[config.mk]
export PLATFORM = sky130hd
export DESIGN_NAME = dual_wheel_incremental_pid_pwm_top
export DESIGN_NICKNAME = d
export VERILOG_FILES = /design/src/design/dwp_pkg.sv /design/src/design/dwp_wheel.sv /design/src/design/dual_wheel_incremental_pid_pwm_top.sv
export SDC_FILE = /design/constraint.sdc
export NUM_CORES = 2
export LEC_CHECK = 0
export ABC_AREA = 1
export BUFFER_PORTS_ARGS = -buffer_cell sky130_fd_sc_hd__buf_2
export CAP_MARGIN = 20
export CELL_PAD_IN_SITES_DETAIL_PLACEMENT = 1
export CELL_PAD_IN_SITES_GLOBAL_PLACEMENT = 2
export CORE_UTILIZATION = 44
export DETAILED_ROUTE_END_ITERATION = 7
export PLACE_DENSITY = 0.89
export SLEW_MARGIN = 0
export SYNTH_ARGS = -nofsm -noshare
export SYNTH_HDL_FRONTEND = slang
export SYNTH_SLANG_ARGS = --single-unit
[constraint.sdc]
create_clock -name clk -period 22.6 [get_ports clk]
set_input_delay 2.26 -clock clk [delete_from_list [all_inputs] [get_ports clk]]
set_output_delay 2.26 -clock clk [all_outputs]
set_load 0.01 [all_outputs]
[src/design/dwp_pkg.sv]
// ----------------------------------------------------------------------------
// dwp_pkg: shared types and constants for the dual-wheel PID regulator
// Word formats, direction codes, register indexes and reset values.
// ----------------------------------------------------------------------------
`default_nettype none

package dwp_pkg;

	localparam int unsigned DUTY_MAX_DEF = 1000;

	localparam int unsigned SPEED_W = 12;
	localparam int unsigned GAIN_W  = 16;
	localparam int unsigned DUTY_W  = 10;
	localparam int unsigned ADDR_W  = 4;
	localparam int unsigned DATA_W  = 32;

	localparam logic [GAIN_W-1:0] GAIN_PROP_RST  = 16'd3328;
	localparam logic [GAIN_W-1:0] GAIN_INTEG_RST = 16'd256;
	localparam logic [GAIN_W-1:0] GAIN_DERIV_RST = 16'd256;

	localparam logic [1:0] REG_GAIN_PROP  = 2'd0;
	localparam logic [1:0] REG_GAIN_INTEG = 2'd1;
	localparam logic [1:0] REG_GAIN_DERIV = 2'd2;

	localparam logic OP_SET  = 1'b0;
	localparam logic OP_TICK = 1'b1;

	typedef enum logic [1:0] {
		DIR_STOP = 2'd0,
		DIR_FWD  = 2'd1,
		DIR_REV  = 2'd2
	} dir_t;

	typedef struct packed {
		logic                      op;
		logic signed [SPEED_W-1:0] left_speed;
		logic signed [SPEED_W-1:0] right_speed;
	} cmd_word_t;

	typedef struct packed {
		logic [DUTY_W-1:0] left_duty;
		logic [DUTY_W-1:0] right_duty;
		dir_t              left_dir;
		dir_t              right_dir;
	} res_word_t;

	typedef struct packed {
		logic [GAIN_W-1:0] prop;
		logic [GAIN_W-1:0] integ;
		logic [GAIN_W-1:0] deriv;
	} gains_t;

endpackage

`default_nettype wire

[src/design/dwp_wheel.sv]
// ----------------------------------------------------------------------------
// dwp_wheel: one wheel of the regulator
// Holds the setpoint, duty and error history of one wheel and computes the
// next duty and bridge direction for a set or tick word in a single pass.
// ----------------------------------------------------------------------------
`default_nettype none

module dwp_wheel #(
	parameter int unsigned DUTY_MAX = dwp_pkg::DUTY_MAX_DEF,
	parameter int unsigned DW       = $clog2(DUTY_MAX + 1)
) (
	input  wire logic                              clk,
	input  wire logic                              arst_n,
	input  wire logic                              load,
	input  wire logic                              op,
	input  wire logic signed [dwp_pkg::SPEED_W-1:0] speed,
	input  wire dwp_pkg::gains_t                   gains,
	output logic [DW-1:0]                          duty_next,
	output dwp_pkg::dir_t                          dir_next
);
	import dwp_pkg::*;

	localparam int unsigned AW = 35;
	localparam int unsigned FW = AW - 8;
	localparam logic signed [FW-1:0] DMAX_F = FW'(DUTY_MAX);

	logic signed [SPEED_W-1:0] sp_q;
	logic [DW-1:0]             duty_q;
	logic signed [12:0]        e1_q;
	logic signed [12:0]        e2_q;

	logic signed [12:0] sp_x, meas_x, mag_sp, mag_meas, err;
	logic [31:0]        twice;
	logic [DW-1:0]      set_duty, tick_duty;
	logic signed [13:0] d1;
	logic signed [14:0] d2;
	logic signed [16:0] gp_s, gi_s, gd_s;
	logic signed [30:0] p_prop;
	logic signed [29:0] p_integ;
	logic signed [31:0] p_deriv;
	logic signed [AW-1:0] acc;
	logic signed [FW-1:0] fl;
	logic signed [SPEED_W-1:0] sp_new;

	always_comb begin
		sp_x     = 13'(sp_q);
		meas_x   = 13'(speed);
		mag_sp   = sp_x[12] ? -sp_x : sp_x;
		mag_meas = meas_x[12] ? -meas_x : meas_x;
		err      = mag_sp - mag_meas;

		twice = {18'd0, mag_meas[12:0], 1'b0} > 32'(DUTY_MAX) ? 32'(DUTY_MAX)
			: {18'd0, mag_meas[12:0], 1'b0};
		set_duty = DW'(twice);

		d1   = 14'(err) - 14'(e1_q);
		d2   = 15'(err) - (15'(e1_q) <<< 1) + 15'(e2_q);
		gp_s = $signed({1'b0, gains.prop});
		gi_s = $signed({1'b0, gains.integ});
		gd_s = $signed({1'b0, gains.deriv});
		p_prop  = gp_s * d1;
		p_integ = gi_s * err;
		p_deriv = gd_s * d2;
		acc = AW'($signed({1'b0, duty_q, 8'd0})) + AW'(p_prop) + AW'(p_integ)
			+ AW'(p_deriv);
		fl = acc[AW-1:8];
		if (fl <= 0) begin
			tick_duty = '0;
		end else if (fl >= DMAX_F) begin
			tick_duty = DW'(DUTY_MAX);
		end else begin
			tick_duty = DW'(fl);
		end

		sp_new    = (op == OP_SET) ? speed : sp_q;
		duty_next = (op == OP_SET) ? set_duty : tick_duty;
		if (sp_new == '0) begin
			dir_next = DIR_STOP;
		end else if (sp_new[SPEED_W-1]) begin
			dir_next = DIR_REV;
		end else begin
			dir_next = DIR_FWD;
		end
	end

	always_ff @(posedge clk or negedge arst_n) begin
		if (!arst_n) begin
			sp_q   <= '0;
			duty_q <= '0;
			e1_q   <= '0;
			e2_q   <= '0;
		end else if (load) begin
			duty_q <= duty_next;
			if (op == OP_SET) begin
				sp_q <= speed;
			end else begin
				e1_q <= err;
				e2_q <= e1_q;
			end
		end
	end

endmodule

`default_nettype wire

[src/design/dual_wheel_incremental_pid_pwm_top.sv]
// ----------------------------------------------------------------------------
// dual_wheel_incremental_pid_pwm_top: two-wheel incremental PID regulator
// Set words load setpoints and open-loop duties; tick words run the PID step
// on both wheels and return new PWM duties and bridge directions.
//
//   channel  signals                           word
//   cmd      cmd_valid, cmd_stall, cmd_word    op, left_speed, right_speed
//   res      res_valid, res_stall, res_word    duties and directions
//   apb      psel, penable, pwrite, paddr ...  gain registers
//
// A word is registered on entry and its result is registered once it can move forward.
// A new word is taken every cycle while res is free.
// The wheel multipliers and adder sit between the entry and result registers.
// Reset clears the gains to defaults and all wheel state to zero.
// A stalled result holds; the entry register stalls only when it is also full.
// ----------------------------------------------------------------------------
`default_nettype none

module dual_wheel_incremental_pid_pwm_top #(
	parameter int unsigned DUTY_MAX = dwp_pkg::DUTY_MAX_DEF
) (
	input  wire logic                         clk,
	input  wire logic                         arst_n,
	input  wire logic                         cmd_valid,
	output logic                              cmd_stall,
	input  wire dwp_pkg::cmd_word_t           cmd_word,
	output logic                              res_valid,
	input  wire logic                         res_stall,
	output dwp_pkg::res_word_t                res_word,
	input  wire logic                         psel,
	input  wire logic                         penable,
	input  wire logic                         pwrite,
	input  wire logic [dwp_pkg::ADDR_W-1:0]   paddr,
	input  wire logic [dwp_pkg::DATA_W-1:0]   pwdata,
	output logic [dwp_pkg::DATA_W-1:0]        prdata,
	output logic                              pready
);
	import dwp_pkg::*;

	localparam int unsigned DW = $clog2(DUTY_MAX + 1);

	gains_t    gains_q;
	cmd_word_t cmd_s1;
	logic      valid_s1;
	res_word_t res_q;
	logic      res_valid_q;
	logic      advance;
	logic      cfg_wr;
	logic [DW-1:0] l_duty, r_duty;
	dir_t      l_dir, r_dir;

	assign pready    = 1'b1;
	assign cfg_wr    = psel && penable && pwrite;
	assign advance   = valid_s1 && (!res_valid_q || !res_stall);
	assign cmd_stall = valid_s1 && !advance;
	assign res_valid = res_valid_q;
	assign res_word  = res_q;

	always_ff @(posedge clk or negedge arst_n) begin
		if (!arst_n) begin
			gains_q.prop  <= GAIN_PROP_RST;
			gains_q.integ <= GAIN_INTEG_RST;
			gains_q.deriv <= GAIN_DERIV_RST;
		end else if (cfg_wr) begin
			unique case (paddr[3:2])
				REG_GAIN_PROP:  gains_q.prop  <= pwdata[GAIN_W-1:0];
				REG_GAIN_INTEG: gains_q.integ <= pwdata[GAIN_W-1:0];
				REG_GAIN_DERIV: gains_q.deriv <= pwdata[GAIN_W-1:0];
				default: ;
			endcase
		end
	end

	always_comb begin
		unique case (paddr[3:2])
			REG_GAIN_PROP:  prdata = DATA_W'(gains_q.prop);
			REG_GAIN_INTEG: prdata = DATA_W'(gains_q.integ);
			REG_GAIN_DERIV: prdata = DATA_W'(gains_q.deriv);
			default:        prdata = '0;
		endcase
	end

	always_ff @(posedge clk or negedge arst_n) begin
		if (!arst_n) begin
			valid_s1 <= 1'b0;
		end else if (!cmd_stall) begin
			valid_s1 <= cmd_valid;
		end
	end

	always_ff @(posedge clk) begin
		if (cmd_valid && !cmd_stall) begin
			cmd_s1 <= cmd_word;
		end
	end

	dwp_wheel #(.DUTY_MAX(DUTY_MAX), .DW(DW)) u_left (
		.clk       (clk),
		.arst_n    (arst_n),
		.load      (advance),
		.op        (cmd_s1.op),
		.speed     (cmd_s1.left_speed),
		.gains     (gains_q),
		.duty_next (l_duty),
		.dir_next  (l_dir)
	);

	dwp_wheel #(.DUTY_MAX(DUTY_MAX), .DW(DW)) u_right (
		.clk       (clk),
		.arst_n    (arst_n),
		.load      (advance),
		.op        (cmd_s1.op),
		.speed     (cmd_s1.right_speed),
		.gains     (gains_q),
		.duty_next (r_duty),
		.dir_next  (r_dir)
	);

	always_ff @(posedge clk or negedge arst_n) begin
		if (!arst_n) begin
			res_valid_q <= 1'b0;
		end else if (advance) begin
			res_valid_q <= 1'b1;
		end else if (!res_stall) begin
			res_valid_q <= 1'b0;
		end
	end

	always_ff @(posedge clk) begin
		if (advance) begin
			res_q.left_duty  <= DUTY_W'(l_duty);
			res_q.right_duty <= DUTY_W'(r_duty);
			res_q.left_dir   <= l_dir;
			res_q.right_dir  <= r_dir;
		end
	end

	a_idle_no_stall: assert property (@(posedge clk) disable iff (!arst_n)
		!valid_s1 |-> !cmd_stall)
		else $error("Input stalled with an empty entry register.");

	a_advance_fills: assert property (@(posedge clk) disable iff (!arst_n)
		advance |=> res_valid_q)
		else $error("Result register empty after a word moved forward.");

	a_stall_keeps_entry: assert property (@(posedge clk) disable iff (!arst_n)
		(valid_s1 && !advance) |=> valid_s1)
		else $error("Entry word lost while the result side was stalled.");

	a_duty_limit: assert property (@(posedge clk) disable iff (!arst_n)
		res_valid_q |-> (DUTY_MAX > 1023) ||
			(res_q.left_duty <= DUTY_MAX && res_q.right_duty <= DUTY_MAX))
		else $error("Duty above the configured maximum.");

endmodule

`default_nettype wire

==> summary.md <==
| Metric | Value |
|---|---|
| Status | `finished clean` |
| Setup tns final | `0 ps` |
| Max-cap violations | `0` |
| RSZ-0062 raised after global routing | `no` |
| Worst-Skew Late Latency | `around 560 ps` |
| M3 GR Usage | `0.0471` |
| Hold depth | `2` |
| Hold Slack | `about 490 ps` |
| Commonest non-fill, non-tap cell in the layout | `inv_1` |
| CP most frequent cell | `nand2_1` |
| Routing usage on met1 | `0.404` |
| RR Endpoint | `u_left.duty_q[2]$_DFFE_PN0P_` |
| Fraction of layout cells with a size suffix above 1 | `0.0550` |
| Port buffer count | `91` |
| Skew final | `roughly 43 ps` |
| Total I/O pin count | `127` |
| Crit path launch type | `flip-flop` |
| CTS tree | `done` |
| CTS HTree Levels | `4` |
| Mapped cell area | `around 63000 um^2` |
| # DRC | `0` |
| Initial Util | `0.446` |
| Post-CTS Resized | `0` |
| Number of vias per cell | `around 5.3` |
| # rows | `138` |
| Die X | `382 um` |
| Warnings from Yosys | `0` |
| Ys flop type | `dfrtp_1` |
| Area delta synth->final | `5.01%` |
| Syn Area/Cell | `7.89 um^2` |
| Initial antenna violation count | `10` |
| Longest Clk Path Bufs | `2` |
| Post-DRT Antenna Nets | `0` |
| Starting DRT DRC Count | `3423` |
| Gpl congestion | `~0.96` |
| Core area | `between 100000 and 150000 um^2` |
| Nets | `about 10k` |
| WL final | `roughly 230 mm` |
| Clock-pin slew on the worst setup and hold paths | `between 100 and 150 ps` |
| Largest net degree at the start of global routing | `65` |
| Tmin final | `about 17000 ps` |
| Placed cell count | `a little under 10k` |
| Worst R2R Path Depth | `67` |
| # setup viols final | `0` |
| Hold Path End | `u_right.e1_q[5]$_DFFE_PN0P_` |
| Routed vias | `roughly 53k` |
| Busiest grt layer | `met2` |
| CP max stage cell | `clkinv_1` |
| Crit path DAT | `about 17000 ps` |
| WL/cell | `between 20 and 25 um` |
| FF+latch count, synth | `approximately 200` |
| Commonest cells after routing, fill and taps aside | `inv_1, nand2_1, fa_1, ha_1, nor2_1` |
| Post-route clock period utilization | `0.736` |
| Number of synthesized flops with an enable pin | `a little under 50` |
| TritonCTS Buffers | `17` |
| Core Util, Final | `0.468` |
| Filler Cells Inserted | `~18k` |
| Number of global-route vias before repair | `~60k` |
| Sequential area share after synthesis | `0.0809` |
| Max Clk Rate | `0.0601 GHz` |
| Tightest Pin Transition | `1240 ps` |
| CP max FO | `16` |
| First-pass GRT wire length | `between 300 and 400 mm` |
| Clk sink count | `around 200` |
| Worst R2R Setup Slack | `roughly 6000 ps` |
| GRT Total Usage | `0.323` |
| GR Layer Usage met2 | `0.550` |
| Required @ worst endpoint | `approximately 23000 ps` |
| HPWL after detailed placement | `194 mm` |
| Postcts setup bufs | `0` |
| Slew Limit Fails | `0` |
| Min-Delay Startpoint | `u_right.e1_q[5]$_DFFE_PN0P_` |
| Distinct cells, synth | `66` |
| Chip Height | `between 300 and 400 um` |
| Hold buffer count at cts | `0` |
| Reg2reg start | `cmd_s1[23]$_DFFE_PP_` |
| Hold Crit Class | `flip-flop to flip-flop` |
| CP max stage delay | `between 600 and 700 ps` |
| Root buf cell | `clkbuf_16` |
| Gr ovfl total | `0` |
| First-pass DRT Iterations | `5` |
| CP Capture Type | `flip-flop` |
| Post-Layout Cell Count | `9894` |
| Die ar. | `146000 um^2` |
| Slew headroom | `0.170` |
| Fin. Hold Viols | `0` |
| Setup CP Type | `flip-flop to flip-flop` |
| Post-Synthesis Cells | `approximately 8k` |
| Async S/R FF share, synth | `0.749` |
## state kept, by name, summed over array words and instances (netlist names)
name / flops
valid_s1: 1
u_left.sp_q: 12
gains_q: 48
u_left.e2_q: 13
u_left.duty_q: 10
u_left.e1_q: 13
cmd_s1: 25
u_right.sp_q: 12
u_right.e1_q: 13
res_valid: 1
u_right.duty_q: 10
u_right.e2_q: 13
res_word: 24
## cells in the mapped netlist (9+ instances only)
cell type  count  area [um^2]
buf_4         26          195
nor2_1       645         2420
xnor2_1       44          385
or2_1          9         56.3
o221ai_1      18          158
clkbuf_1     210          788
o21ai_0      227         1140
clkinv_1      21         78.8
o21ai_1       16         80.1
buf_2         12         60.1
edfxtp_1      49         1470
xor2_1        74          648
nor3_1        36          180
a21oi_1      202         1010
nand2_1     1891         7100
nand3b_1      18          135
fa_1        1226        24500
nand3_1      145          726
nand4_1       29          181
dfrtp_1      141         3530
nand2_2       65          407
o21bai_1      13         97.6
inv_2         31          116
xor2_2        13          211
or2_2         55          344
ha_1         695         8700
inv_1       1986         7450
buf_1         14         52.6
nor4_1        11         68.8
## through the flow
| step | worst slack [ps] | instance area [um^2] |
|---|---|---|
| floorplan | 9390 | 63500 |
| global placement | 6230 | 65800 |
| detailed placement | 6110 | 65900 |
| CTS | 6030 | 66500 |
| global route | 5260 | 66600 |
| finish | 5970 | 66600 |
## area by class of cell
type                       instances  area (um^2)  area share
antenna                            1         2.50   0.0000376
tap                             1890         2360      0.0355
multi-input combinational       5545        49500       0.744
clock buffer                      17          425     0.00639
clock inverter                    15          198     0.00297
sequential                       195         5130      0.0771
inverter                        2038         7650       0.115
timing repair buffer             193         1310      0.0196
## layer usage
metal,share of wire,up-vias
met3,0.059,420
met1,0.41,27168
met5,0.00020,-
li1,-,23410
met2,0.48,1553
met4,0.053,8
## logic make-up (layout without fill, tap and decap cells)
kind of cell | after synthesis | in the layout | share of synthesized area
and+or+nand+nor | 2941 | 2941 | 0.188
buffers and inverters | 2308 | 2263 | 0.139
adders and majority gates | 1921 | 1921 | 0.524
AOI/OAI and AO/OA | 530 | 530 | 0.0463
DFF | 195 | 195 | 0.0809
xor gates and xnor gates | 134 | 134 | 0.0208
other | 2 | 18 | 0.000118
muxes | 2 | 2 | 0.000316
## worst max-delay path: cells and delay by family, from the launching register on
kind,cells,cell delay (ps)
xor+xnor,2,430
compound gates,10,2690
buf+inv,13,1640
flops,1,560
simple gates,26,3800
fa+ha+maj,16,7430
## worst max-delay path by stage
stage,startpoint,to,slack [ps],cells past startpoint
2_1_floorplan,cmd_s1[12]$_DFFE_PP_,res_word[21]$_DFFE_PP_,9390,73
3_3_place_gp,cmd_s1[23]$_DFFE_PP_,u_left.duty_q[6]$_DFFE_PN0P_,6230,66
3_5_place_dp,cmd_s1[0]$_DFFE_PP_,res_word[13]$_DFFE_PP_,6110,67
4_1_cts,cmd_s1[23]$_DFFE_PP_,u_left.duty_q[6]$_DFFE_PN0P_,6030,66
5_1_grt,cmd_s1[12]$_DFFE_PP_,u_left.duty_q[6]$_DFFE_PN0P_,5260,69
6_report,cmd_s1[23]$_DFFE_PP_,u_left.duty_q[2]$_DFFE_PN0P_,5970,67
Power is not shown: default switching activity piles up to over one toggle a cycle in this logic, so the estimate is an artifact.
